**src/plim_pkg.sv**
```systemverilog
// Package: shared types and constants for the piecewise-linear intensity map.
`timescale 1ns / 1ps
package plim_pkg;

    localparam int DEF_MAX_KNOTS   = 8;
    localparam int DEF_SAMPLE_BITS = 16;
    localparam int KNOT_STRIDE     = 16;
    localparam int PIXEL_W         = 16;
    localparam int CFG_W           = 64;
    localparam int ADDR_W          = 6;
    localparam int COUNT_W         = 4;

    localparam logic [COUNT_W-1:0] RST_KNOTS   = 4'd2;
    localparam logic [CFG_W-1:0]   RST_LOW     = 64'h0000_0000_FFFF_0000;
    localparam logic [CFG_W-1:0]   RST_HIGH    = 64'h0;

    typedef enum logic [2:0] {
        REG_KNOTS    = 3'd0,
        REG_IN_LOW   = 3'd1,
        REG_IN_HIGH  = 3'd2,
        REG_OUT_LOW  = 3'd3,
        REG_OUT_HIGH = 3'd4
    } t_reg_idx;

    // flags that ride along the divider chain
    typedef struct packed {
        logic zero;   // zero-width segment: result is lower output knot
        logic neg;    // quotient negative: result is 0
        logic sat;    // quotient past full scale
    } t_side;

endpackage

```
**src/plim_div_cell.sv**
```systemverilog
// Divider cell: one restoring quotient bit per cell, registered toward the next cell.
`timescale 1ns / 1ps
module plim_div_cell #(
    parameter int SAMPLE_BITS = plim_pkg::DEF_SAMPLE_BITS
) (
    input  logic                   i_clk,
    input  logic                   i_rst_n,
    input  logic                   i_en,
    input  logic                   i_valid,
    input  logic [SAMPLE_BITS-1:0] i_rem,
    input  logic [SAMPLE_BITS-1:0] i_div,
    input  logic [SAMPLE_BITS-1:0] i_ql,
    input  logic [SAMPLE_BITS-1:0] i_y0,
    input  plim_pkg::t_side        i_side,
    output logic                   o_valid,
    output logic [SAMPLE_BITS-1:0] o_rem,
    output logic [SAMPLE_BITS-1:0] o_div,
    output logic [SAMPLE_BITS-1:0] o_ql,
    output logic [SAMPLE_BITS-1:0] o_y0,
    output plim_pkg::t_side        o_side
);
    import plim_pkg::*;

    localparam int W = SAMPLE_BITS;

    // ql holds remaining dividend bits on top, quotient bits shifting in below
    logic [W:0]   trial;
    logic         ge;
    logic [W-1:0] n_rem, n_ql;

    always_comb begin
        trial = {i_rem, i_ql[W-1]};
        ge    = (trial >= {1'b0, i_div});
        n_rem = ge ? W'(trial - {1'b0, i_div}) : W'(trial);
        n_ql  = {i_ql[W-2:0], ge};
    end

    logic         r_valid;
    logic [W-1:0] r_rem, r_div, r_ql, r_y0;
    t_side        r_side;

    always_ff @(posedge i_clk) begin
        if (!i_rst_n) begin
            r_valid <= 1'b0;
        end else if (i_en) begin
            r_valid <= i_valid;
        end
        if (i_en) begin
            r_rem  <= n_rem;
            r_div  <= i_div;
            r_ql   <= n_ql;
            r_y0   <= i_y0;
            r_side <= i_side;
        end
    end

    assign o_valid = r_valid;
    assign o_rem   = r_rem;
    assign o_div   = r_div;
    assign o_ql    = r_ql;
    assign o_y0    = r_y0;
    assign o_side  = r_side;

endmodule

```
**config.mk**
```make
export PLATFORM = sky130hd
export DESIGN_NAME = plim_div_cell
export DESIGN_NICKNAME = d
export VERILOG_FILES = /design/src/plim_pkg.sv /design/src/plim_div_cell.sv
export SDC_FILE = /design/constraint.sdc
export NUM_CORES = 1
export LEC_CHECK = 0
export BUFFER_PORTS_ARGS = -buffer_cell sky130_fd_sc_hd__buf_4
export CAP_MARGIN = 5
export CORE_MARGIN = 8
export CORE_UTILIZATION = 40
export CTS_BUF_LIST = sky130_fd_sc_hd__clkbuf_16
export DETAILED_ROUTE_END_ITERATION = 6
export PLACE_DENSITY = 0.65
export SYNTH_ARGS = -nofsm -noshare
export SYNTH_HDL_FRONTEND = slang
export SYNTH_SLANG_ARGS = --single-unit
```
**constraint.sdc**
```tcl
create_clock -name i_clk -period 2.7 [get_ports i_clk]
set_input_delay 0.27 -clock i_clk [delete_from_list [all_inputs] [get_ports i_clk]]
set_output_delay 0.27 -clock i_clk [all_outputs]
set_load 0.1 [all_outputs]
```
==> flow_metrics.py <==
metrics = {
    "critical_path": {
        "worst_ep_arrival_time_ns": 2.34,
        "cp-end-kind": "flip-flop",
        "r2r_setup_slack_ns": 2.10,
        "cpPeakStageDelay_ns": 0.37,
        "cp_max_fo": 11,
        "path_delay_family": "simple AND/OR/NAND/NOR gates",
        "crit_chain": "buf_4, ha_1, and2_1, and3b_1, a31oi_1, a21boi_4, and2_4, inv_4, mux2_2",
        "crit_type": "input pin to flip-flop",
        "required_ns": 2.78,
        "cpMaxStageDelayCell": "mux2_2",
        "start_kind": "input pin",
        "crit_buf_inv": 2,
    },
    "pwr": {
        "p_leak_uw": 0.00212,
        "sw_frac_of_total": 0.371,
        "ir_drop_mv": 0.300,
        "p_int_uw": 2420,
        "finalPower_uw": 3840,
        "p_per_area_nw_per_um2": 818,
        "power_frac_seq": 0.341,
        "power.switching_uw": 1420,
        "p_comb_frac": 0.335,
        "p_clk_frac": 0.324,
    },
    "routing": {
        "detail_route.wirelength_mm": 8.65,
        "wire_per_inst_um": 18.0,
        "drt-initial-drc-count": 86,
        "remaining_drc_errors": 0,
        "drt-pass1-iter-count": 4,
        "ant_nets": 0,
        "vias_per_cell": 4.94,
        "vias": 2378,
    },
    "logic_synthesis": {
        "synth_edf_count": 67,
        "yosysSeqAreaShare": 0.627,
        "postSynth.asyncResetShare": 0,
        "yosys_most_used_dff": "edfxtp_1",
        "mappedNetlistArea_um2": 3240,
        "yosys.cell_types.count": 47,
        "ys_ff_latch": 68,
        "ys_warn_count": 0,
        "netlist_instances": 223,
        "syn_area_per_cell_um2": 14.5,
        "syn_nets": 311,
    },
    "sta": {
        "rsz0062_at_grt": "no",
        "tightest_slew_ns": 0.869,
        "slew-limit-headroom": 0.421,
        "finClkSkew_ns": 0,
        "fin_crit_ns": 2.26,
        "setup_tns_ns": 0,
        "final_hold_viol_count": 0,
        "timing.final.crit_share": 0.837,
        "maxSlewViolCount": 0,
        "setup_viol": 0,
        "fmax_mhz": 443,
        "whs_ns": 0.119,
    },
    "layout": {
        "area_growth_syn_to_layout_pct": 45.0,
        "final_cell_mix": "143 x buf_4, 67 x edfxtp_1, 19 x inv_1",
        "layout_commonest_cell": "buf_4",
        "nets": 460,
        "n_antenna_cell": 0,
        "fin_area_um2": 4700,
        "fill_cells": 679,
        "drive_gt1_frac": 0.463,
    },
    "global_routing": {
        "grt_max_degree": 69,
        "grt_pass1_wl_mm": 13.2,
        "grt_pass1_vias": 2431,
        "grt_usage": 0.151,
        "grt-ovfl-total": 0,
        "antenna_found_initial": 0,
    },
    "clock_network": {
        "clock_latency_ns": 0.32,
        "numClockSinks": 68,
        "cts_hold_buf": 0,
        "ctsResizeCount": 0,
        "clock_tree.root_cell": "clkbuf_16",
        "cts_max_level": 3,
        "clockBufferDepth": 2,
        "numCtsBuffers": 9,
        "path_clk_slew_ns": 0.06,
        "cts_tree": "done",
        "postCtsSetupRepairBufs": 0,
    },
    "worst_hold_path": {
        "hold_path.class": "input pin to flip-flop",
    },
    "die": {
        "die_h_um": 106,
        "rows": 33,
        "dieWidth_um": 106,
        "io_pins": 139,
        "start_util": 0.402,
        "coreArea_um2": 8050,
        "die-area_um2": 11200,
    },
    "placed_design": {
        "io_buffer_count": 138,
        "place_congestion": 0.860,
        "placed_cell_area_um2": 4380,
        "dp_hpwl_mm": 6.66,
    },
    "outcome": {
        "status": "finished, final reports clean",
    },
    "run": {
        "cap_violations": 0,
    },
}
-- registers in the layout, indices dropped and copies added, names as in the netlist --
name,flops
o_rem,16
o_ql,16
o_valid,1
o_div,16
o_side,3
o_y0,16
-- path summary, 6_finish.rpt --
path                                             end  cells after the start                 start
worst max register to register  o_valid$_SDFFE_PN0P_                      2  o_valid$_SDFFE_PN0P_
worst min register to register  o_valid$_SDFFE_PN0P_                      2  o_valid$_SDFFE_PN0P_
worst min-delay path               o_ql[9]$_DFFE_PP_                      1               i_ql[8]
worst max-delay path             o_rem[15]$_DFFE_PP_                      9             i_rem[12]
-- through the flow --
step           cells  worst slack [ns]   util
2_1_floorplan    223             0.216      -
3_3_place_gp     466             0.202  0.544
3_5_place_dp     466             0.123  0.544
4_1_cts          481             0.449  0.584
5_1_grt          481             0.346  0.584
6_report         481             0.441  0.584
-- power groups by stage --
stage,Clock (uW),Sequential [uW],Combinational [uW]
5_1_grt,1310,1320,1340
6_report,1240,1310,1290
3_3_place_gp,0,1330,1280
2_1_floorplan,0,2060,251
3_5_place_dp,0,1330,1290
4_1_cts,1270,1310,1300
-- routing by layer --
| metal | share of wire | vias to the layer above | wire length, um | track usage |
|---|---|---|---|---|
| met5 | 0 | - | 0 | 0 |
| met3 | 0.11 | 9 | 943 | 0.0738 |
| met2 | 0.45 | 117 | 3870 | 0.233 |
| li1 | - | 1146 | - | - |
| met1 | 0.43 | 1106 | 3750 | 0.184 |
| met4 | 0.0099 | 0 | 86 | 0.0392 |
-- layout make-up --
class / count / area (um^2) / share of cell area
Tap cell: 105 / 131 / 0.0280
Sequential cell: 68 / 2030 / 0.432
Timing Repair Buffer: 143 / 1070 / 0.228
Inverter: 20 / 77.6 / 0.0165
Multi-Input combinational cell: 130 / 1070 / 0.227
Clock inverter: 6 / 90.1 / 0.0192
Clock buffer: 9 / 225 / 0.0479
-- synth_stat cells, types with 2 or more instances --
cell	number	area, um^2
a211o_1	3	26.3
a211oi_1	3	22.5
a21boi_0	3	22.5
a21o_1	5	37.5
a21oi_1	3	15.0
a31oi_1	2	12.5
and2_4	2	17.5
and3_1	2	12.5
and3b_1	2	17.5
buf_6	2	22.5
edfxtp_1	67	2010
ha_1	16	200
inv_1	19	71.3
mux2_4	8	120
mux2i_1	2	20.0
nand2_1	5	18.8
nand2b_1	2	12.5
nand3_1	7	35.0
nand4_1	2	12.5
nor2_1	12	45.0
nor2b_1	2	12.5
nor3_1	3	15.0
o211a_1	2	20.0
o211ai_1	2	15.0
o21a_1	6	45.0
o21ai_0	9	45.0
o31ai_1	5	37.5
xnor2_1	5	43.8
xor2_1	4	35.0
-- cells by family after synthesis --
logic type      after synthesis  synth area share
compound gates               52             0.125
flops                        68             0.627
simple gates                 41            0.0660
fa+ha+maj                    17            0.0680
xor+xnor                      9            0.0243
buf+inv                      25            0.0429
mux                          11            0.0467
Note: power is estimated with default switching activity, not from simulation.
