## config.mk

```make
export PLATFORM = sky130hd
export DESIGN_NAME = plim_front
export DESIGN_NICKNAME = d
export VERILOG_FILES = /design/src/plim_pkg.sv /design/src/plim_front.sv
export SDC_FILE = /design/constraint.sdc
export NUM_CORES = 2
export LEC_CHECK = 0
export ABC_CLOCK_PERIOD_IN_PS = 16200
export BUFFER_PORTS_ARGS = -buffer_cell sky130_fd_sc_hd__buf_2
export CORE_ASPECT_RATIO = 0.7
export CORE_UTILIZATION = 30
export DETAILED_ROUTE_END_ITERATION = 8
export PLACE_DENSITY = 0.57
export RECOVER_POWER = 25
export SLEW_MARGIN = 20
export SYNTH_ARGS = -nofsm -noshare
export SYNTH_HDL_FRONTEND = slang
export SYNTH_SLANG_ARGS = --single-unit
```

## constraint.sdc

```tcl
create_clock -name i_clk -period 16.2 [get_ports i_clk]
set_input_delay 3.24 -clock i_clk [delete_from_list [all_inputs] [get_ports i_clk]]
set_output_delay 3.24 -clock i_clk [all_outputs]
set_load 0.01 [all_outputs]
```

## src/plim_pkg.sv

```systemverilog
// Package: shared types and constants for the piecewise-linear intensity map.
`timescale 1ns / 1ps
package plim_pkg;

    localparam int DEF_MAX_KNOTS   = 8;
    localparam int DEF_SAMPLE_BITS = 16;
    localparam int KNOT_STRIDE     = 16;
    localparam int PIXEL_W         = 16;
    localparam int CFG_W           = 64;
    localparam int ADDR_W          = 6;
    localparam int COUNT_W         = 4;

    localparam logic [COUNT_W-1:0] RST_KNOTS   = 4'd2;
    localparam logic [CFG_W-1:0]   RST_LOW     = 64'h0000_0000_FFFF_0000;
    localparam logic [CFG_W-1:0]   RST_HIGH    = 64'h0;

    typedef enum logic [2:0] {
        REG_KNOTS    = 3'd0,
        REG_IN_LOW   = 3'd1,
        REG_IN_HIGH  = 3'd2,
        REG_OUT_LOW  = 3'd3,
        REG_OUT_HIGH = 3'd4
    } t_reg_idx;

    // flags that ride along the divider chain
    typedef struct packed {
        logic zero;   // zero-width segment: result is lower output knot
        logic neg;    // quotient negative: result is 0
        logic sat;    // quotient past full scale
    } t_side;

endpackage

```

## src/plim_front.sv

```systemverilog
// Front pipeline: clamp, segment search, products and divider setup.
`timescale 1ns / 1ps
module plim_front #(
    parameter int MAX_KNOTS   = plim_pkg::DEF_MAX_KNOTS,
    parameter int SAMPLE_BITS = plim_pkg::DEF_SAMPLE_BITS
) (
    input  logic                                 i_clk,
    input  logic                                 i_rst_n,
    input  logic                                 i_en,
    input  logic                                 i_valid,
    input  logic [plim_pkg::PIXEL_W-1:0]         i_pixel,
    input  logic [plim_pkg::COUNT_W-1:0]         i_count,
    input  logic [MAX_KNOTS-1:0][SAMPLE_BITS-1:0] i_xs,
    input  logic [MAX_KNOTS-1:0][SAMPLE_BITS-1:0] i_ys,
    output logic                                 o_valid,
    output logic [SAMPLE_BITS-1:0]               o_rem,
    output logic [SAMPLE_BITS-1:0]               o_div,
    output logic [SAMPLE_BITS-1:0]               o_ql,
    output logic [SAMPLE_BITS-1:0]               o_y0,
    output plim_pkg::t_side                      o_side
);
    import plim_pkg::*;

    localparam int W  = SAMPLE_BITS;
    localparam int KI = (MAX_KNOTS > 2) ? $clog2(MAX_KNOTS) : 1;
    localparam int PW = 2 * W + 2;
    localparam int NW = 2 * W + 3;

    // stage A: clamp and segment pick
    logic [COUNT_W-1:0] n_cl;
    logic [KI-1:0]      last, j, jl;
    logic [W-1:0]       v, x_last;

    always_comb begin
        n_cl = i_count;
        if (i_count < COUNT_W'(2)) n_cl = COUNT_W'(2);
        if (i_count > COUNT_W'(MAX_KNOTS)) n_cl = COUNT_W'(MAX_KNOTS);
        last   = KI'(n_cl - COUNT_W'(1));
        x_last = i_xs[last];
        v      = i_pixel[W-1:0];
        if (v > x_last) v = x_last;
        if (v < i_xs[0]) v = i_xs[0];   // lower clamp wins on reversed bounds
        j = last;
        for (int k = MAX_KNOTS - 1; k >= 1; k--) begin
            if (KI'(k) <= last && v <= i_xs[k]) j = KI'(k);
        end
        jl = j - KI'(1);
    end

    logic         r_a_valid;
    logic [W-1:0] r_a_v, r_a_x0, r_a_x1, r_a_y0, r_a_y1;

    always_ff @(posedge i_clk) begin
        if (!i_rst_n) begin
            r_a_valid <= 1'b0;
        end else if (i_en) begin
            r_a_valid <= i_valid;
        end
        if (i_en) begin
            r_a_v  <= v;
            r_a_x0 <= i_xs[jl];
            r_a_x1 <= i_xs[j];
            r_a_y0 <= i_ys[jl];
            r_a_y1 <= i_ys[j];
        end
    end

    // stage B: differences and the two products
    logic signed [W:0]    dx, dv, dy;
    logic signed [PW-1:0] p0, p1;

    always_comb begin
        dx = $signed({1'b0, r_a_x1}) - $signed({1'b0, r_a_x0});
        dv = $signed({1'b0, r_a_v})  - $signed({1'b0, r_a_x0});
        dy = $signed({1'b0, r_a_y1}) - $signed({1'b0, r_a_y0});
        p0 = $signed({1'b0, r_a_y0}) * dx;
        p1 = dv * dy;
    end

    logic                 r_b_valid;
    logic signed [PW-1:0] r_b_p0, r_b_p1;
    logic signed [W:0]    r_b_dx;
    logic [W-1:0]         r_b_y0;

    always_ff @(posedge i_clk) begin
        if (!i_rst_n) begin
            r_b_valid <= 1'b0;
        end else if (i_en) begin
            r_b_valid <= r_a_valid;
        end
        if (i_en) begin
            r_b_p0 <= p0;
            r_b_p1 <= p1;
            r_b_dx <= dx;
            r_b_y0 <= r_a_y0;
        end
    end

    // stage C: sign-magnitude split and full-scale test
    logic signed [NW-1:0] num;
    logic [NW-1:0]        mag;
    logic [W-1:0]         dmag;
    t_side                side;

    always_comb begin
        num  = NW'(r_b_p0) + NW'(r_b_p1);
        mag  = num[NW-1] ? NW'(-num) : NW'(num);
        dmag = r_b_dx[W] ? W'(-r_b_dx) : W'(r_b_dx);
        side.zero = (r_b_dx == '0);
        side.neg  = num[NW-1] ^ r_b_dx[W];
        side.sat  = (mag >= {{(NW - 2 * W){1'b0}}, dmag, {W{1'b0}}});
    end

    logic         r_c_valid;
    logic [W-1:0] r_c_rem, r_c_div, r_c_ql, r_c_y0;
    t_side        r_c_side;

    always_ff @(posedge i_clk) begin
        if (!i_rst_n) begin
            r_c_valid <= 1'b0;
        end else if (i_en) begin
            r_c_valid <= r_b_valid;
        end
        if (i_en) begin
            r_c_rem  <= mag[2*W-1:W];
            r_c_ql   <= mag[W-1:0];
            r_c_div  <= dmag;
            r_c_y0   <= r_b_y0;
            r_c_side <= side;
        end
    end

    assign o_valid = r_c_valid;
    assign o_rem   = r_c_rem;
    assign o_div   = r_c_div;
    assign o_ql    = r_c_ql;
    assign o_y0    = r_c_y0;
    assign o_side  = r_c_side;

endmodule

```

==> flow_summary.html <==
<table>
<tr><th>Metric</th><th>Value</th></tr>
<tr><th colspan="2">Yosys</th></tr>
<tr><td>Synthesized area</td><td>42200 um^2</td></tr>
<tr><td>Top area cells in the synthesized netlist</td><td>fa_1, edfxtp_1, ha_1</td></tr>
<tr><td>Per-instance average area after synthesis</td><td>9.08 um^2</td></tr>
<tr><td>Cell with the most instances after synthesis</td><td>inv_1</td></tr>
<tr><td>Proportion of register bits with asynchronous set or reset after synthesis</td><td>0</td></tr>
<tr><td>Top cell types by occurrence after synthesis</td><td>inv_1, nand2_1, fa_1</td></tr>
<tr><td>Yosys top cell area share</td><td>0.242</td></tr>
<tr><td>Number of enable-type register cells in the synthesized netlist</td><td>248</td></tr>
<tr><td>Register bit total from synthesis</td><td>251</td></tr>
<tr><td>Top_reg_cell synth</td><td>edfxtp_1</td></tr>
<tr><td>Sequential element share of the synthesized area</td><td>0.178</td></tr>
<tr><td>Library cell with the largest summed area after synthesis</td><td>fa_1</td></tr>
<tr><td>Syn Inst Count</td><td>4653</td></tr>
<tr><td>Netlist cell types</td><td>100</td></tr>
<tr><td>Syn. warnings</td><td>0</td></tr>
<tr><td>Net count after synthesis</td><td>5884</td></tr>
<tr><th colspan="2">Die</th></tr>
<tr><td>Overall die area</td><td>142000 um^2</td></tr>
<tr><td>Placeable Area</td><td>139000 um^2</td></tr>
<tr><td>Vertical die dimension</td><td>316 um</td></tr>
<tr><td>Boundary pin count</td><td>348</td></tr>
<tr><td>Effective utilization at floorplan</td><td>0.304</td></tr>
<tr><td>Die width</td><td>450 um</td></tr>
<tr><td>Number of rows in the core area</td><td>114</td></tr>
<tr><th colspan="2">Setup path</th></tr>
<tr><td>Peak fanout along the critical path</td><td>46</td></tr>
<tr><td>Worst endpoint data arrival time</td><td>14580 ps</td></tr>
<tr><td>Maximum cell stage delay along the critical path</td><td>750 ps</td></tr>
<tr><td>Cell type of the slowest stage on the worst timing path</td><td>a221oi_1</td></tr>
<tr><td>Critical path's top delay family</td><td>compound AO/OA/AOI/OAI gates</td></tr>
<tr><td>Setup slack of the most critical reg-to-reg path</td><td>4190 ps</td></tr>
<tr><td>Critical path startpoint category</td><td>input port</td></tr>
<tr><td>Worst endpoint required time</td><td>16610 ps</td></tr>
<tr><td>Number of buffer and inverter stages on the critical path</td><td>8</td></tr>
<tr><td>Worst R2R Start</td><td>r_a_x0[0]</td></tr>
<tr><td>Crit Path Class</td><td>in -&gt; reg</td></tr>
<tr><td>Depth of the most critical reg-to-reg path</td><td>35</td></tr>
<tr><td>Reg-to-reg critical path endpoint</td><td>r_b_p0[33]</td></tr>
<tr><td>Type of element capturing the critical path</td><td>flop</td></tr>
<tr><th colspan="2">Routing</th></tr>
<tr><td>Met3 WL</td><td>19600 um</td></tr>
<tr><td>Highest metal layer with signal wires</td><td>met5</td></tr>
<tr><td>Number of antenna-violating nets in the routed design</td><td>0</td></tr>
<tr><td>Via count normalized by instance count</td><td>5.45</td></tr>
<tr><td>Number of search-and-repair iterations in the first detailed-routing pass</td><td>9</td></tr>
<tr><td>Met1 layer wirelength in the final routing</td><td>79300 um</td></tr>
<tr><td>Total routed wirelength</td><td>167000 um</td></tr>
<tr><td>Average detailed-routed wire length per instance</td><td>24.4 um</td></tr>
<tr><td>Met2 Wirelength</td><td>63900 um</td></tr>
<tr><td>Post-detailed-route DRC marker count</td><td>22</td></tr>
<tr><td>Number of DRC markers after the initial detailed-route iteration</td><td>3982</td></tr>
<tr><td>Number of vias after detailed routing</td><td>37.2k</td></tr>
<tr><th colspan="2">Layout</th></tr>
<tr><td>Finished layout cell area</td><td>47500 um^2</td></tr>
<tr><td>Final Instance Count excl. Fillers</td><td>6818</td></tr>
<tr><td>Net count of the finished layout</td><td>6168</td></tr>
<tr><td>Fillcell total</td><td>14.4k</td></tr>
<tr><td>End-of-flow core utilization</td><td>0.342</td></tr>
<tr><td>Layout overhead on the synthesized area</td><td>12.5%</td></tr>
<tr><td>Layout cell share with drive strength beyond 1</td><td>0.124</td></tr>
<tr><th colspan="2">Global routing</th></tr>
<tr><td>Remaining global-route overflow</td><td>0</td></tr>
<tr><td>Combined global-route utilization of all metal layers</td><td>0.230</td></tr>
<tr><td>Antenna violations before repair</td><td>4</td></tr>
<tr><td>First-pass GRT wire length</td><td>245000 um</td></tr>
<tr><td>Via count of the first global-routing pass</td><td>36.3k</td></tr>
<tr><td>Maximum number of pins on one net before global-route repair</td><td>81</td></tr>
<tr><th colspan="2">Clocking</th></tr>
<tr><td>Resized cells post-CTS</td><td>0</td></tr>
<tr><td>CTS buffer count</td><td>30</td></tr>
<tr><td>Hold bufs inserted after CTS</td><td>0</td></tr>
<tr><td>Clock insertion delay at the later pin of the skew report</td><td>660 ps</td></tr>
<tr><td>Root Buffer</td><td>clkbuf_16</td></tr>
<tr><td>Reg clk slew, reported paths</td><td>80 ps</td></tr>
<tr><td>Post-CTS Setup Bufs</td><td>0</td></tr>
<tr><td>Number of clock sinks seen by CTS</td><td>251</td></tr>
<tr><td>Max Root-Sink Buffers</td><td>3</td></tr>
<tr><td>Deepest level of the CTS H-tree</td><td>1</td></tr>
<tr><td>TritonCTS clock tree</td><td>built</td></tr>
<tr><th colspan="2">Timing</th></tr>
<tr><td>Setup violations, final</td><td>0</td></tr>
<tr><td>Final worst-path cycle share</td><td>0.875</td></tr>
<tr><td>Total negative slack</td><td>0 ps</td></tr>
<tr><td>Headroom to the max-slew limit</td><td>-1.93</td></tr>
<tr><td>Number of max-slew violations in the final report</td><td>191</td></tr>
<tr><td>RSZ-0062 raised after global routing</td><td>false</td></tr>
<tr><td>Post-route minimum period</td><td>14170 ps</td></tr>
<tr><td>FMAX</td><td>70.6 MHz</td></tr>
<tr><td>Transition time at the pin with the least slew margin</td><td>4400 ps</td></tr>
<tr><td>Setup skew after layout</td><td>71.1 ps</td></tr>
<tr><td>Hold Violations, Final</td><td>0</td></tr>
<tr><th colspan="2">Min path</th></tr>
<tr><td>Hold Crit Start</td><td>r_b_y0[9]</td></tr>
<tr><td>Min-Delay Path Class</td><td>reg -&gt; reg</td></tr>
<tr><td>Hold path depth</td><td>0</td></tr>
<tr><td>Hold worst-path end</td><td>o_y0[9]</td></tr>
<tr><th colspan="2">Placement</th></tr>
<tr><td>Area after detailed placement</td><td>46500 um^2</td></tr>
<tr><td>Count of buffers inserted at the top-level ports</td><td>347</td></tr>
<tr><td>Count of placed standard cells including taps</td><td>6761</td></tr>
<tr><td>Placer's final routability congestion estimate</td><td>1.01</td></tr>
<tr><td>Detailed placer's ending HPWL</td><td>137000 um</td></tr>
<tr><th colspan="2">Run status</th></tr>
<tr><td>Result of the run</td><td>complete, but fails checks</td></tr>
<tr><td>Violated checks</td><td>design-rule violations, max-capacitance violations, max-slew violations</td></tr>
<tr><th colspan="2">Job</th></tr>
<tr><td>Max_cap viols</td><td>8</td></tr>
</table>
state kept, by name, indices dropped and copies added, names as in the netlist:
register,flops
o_rem,16
r_a_x1,16
r_b_y0,16
o_valid,1
r_a_valid,1
r_a_y0,16
r_b_valid,1
r_a_y1,16
r_a_v,16
r_b_p0,34
r_b_p1,34
o_side,3
o_ql,16
r_b_dx,17
r_a_x0,16
o_div,16
o_y0,16
cell families after synthesis:
group,synth area share
flip-flops,0.178
AO/OA/AOI/OAI,0.145
XOR/XNOR,0.0358
AND/OR/NAND/NOR,0.152
adder cells (fa/ha/maj),0.372
multiplexers,0.0305
buffers and inverters,0.0865
worst max-delay path by stage:
stage,from,end,slack [ps],cells after the start
after floorplan,i_count[1],r_a_y1[11],2340,48
after global placement,i_count[3],r_a_y1[1],1710,46
after detailed placement,i_count[3],r_a_y1[4],1650,45
after CTS,i_count[3],r_a_y1[4],2360,45
after global routing,i_count[3],r_a_y1[15],1550,45
final,i_count[3],r_a_y1[4],2030,45
area by class of cell:
cell class | count | area, um^2 | share of cell area
timing repair buffer | 448 | 2460 | 0.0518
inverter | 762 | 2860 | 0.0602
antenna | 1 | 2.50 | 0.0000527
sequential | 251 | 7510 | 0.158
clock inverter | 22 | 272 | 0.00572
multi-input combinational | 3444 | 31300 | 0.659
tap | 1856 | 2320 | 0.0489
clock buffer | 34 | 787 | 0.0166
placed cells by master (no fill, tap or decap), types with 53 or more instances in the layout:
cell type	instances
a21oi_1	180
buf_2	346
inv_1	761
and2_1	134
a221oi_1	76
edfxtp_1	248
nor3_1	99
o21ai_0	142
nor2_1	236
fa_1	510
buf_4	83
a31oi_1	67
nand2_1	557
xnor2_1	118
a21o_1	72
nand4_1	84
nand3_1	53
ha_1	441
metal layers:
layer | up-vias | track usage
met5 | - | 0.00521
met4 | 2 | 0.0453
met3 | 195 | 0.0708
met2 | 1989 | 0.312
met1 | 18500 | 0.353
li1 | 16500 | -
metrics by stage:
stage	setup slack (ps)	hold WS [ps]
after global placement	1710	405
final	2030	421
after CTS	2360	421
after global routing	1550	427
after floorplan	2340	400
after detailed placement	1650	405
Power is not shown: default switching activity piles up to over one toggle a cycle in this logic, so the estimate is an artifact.
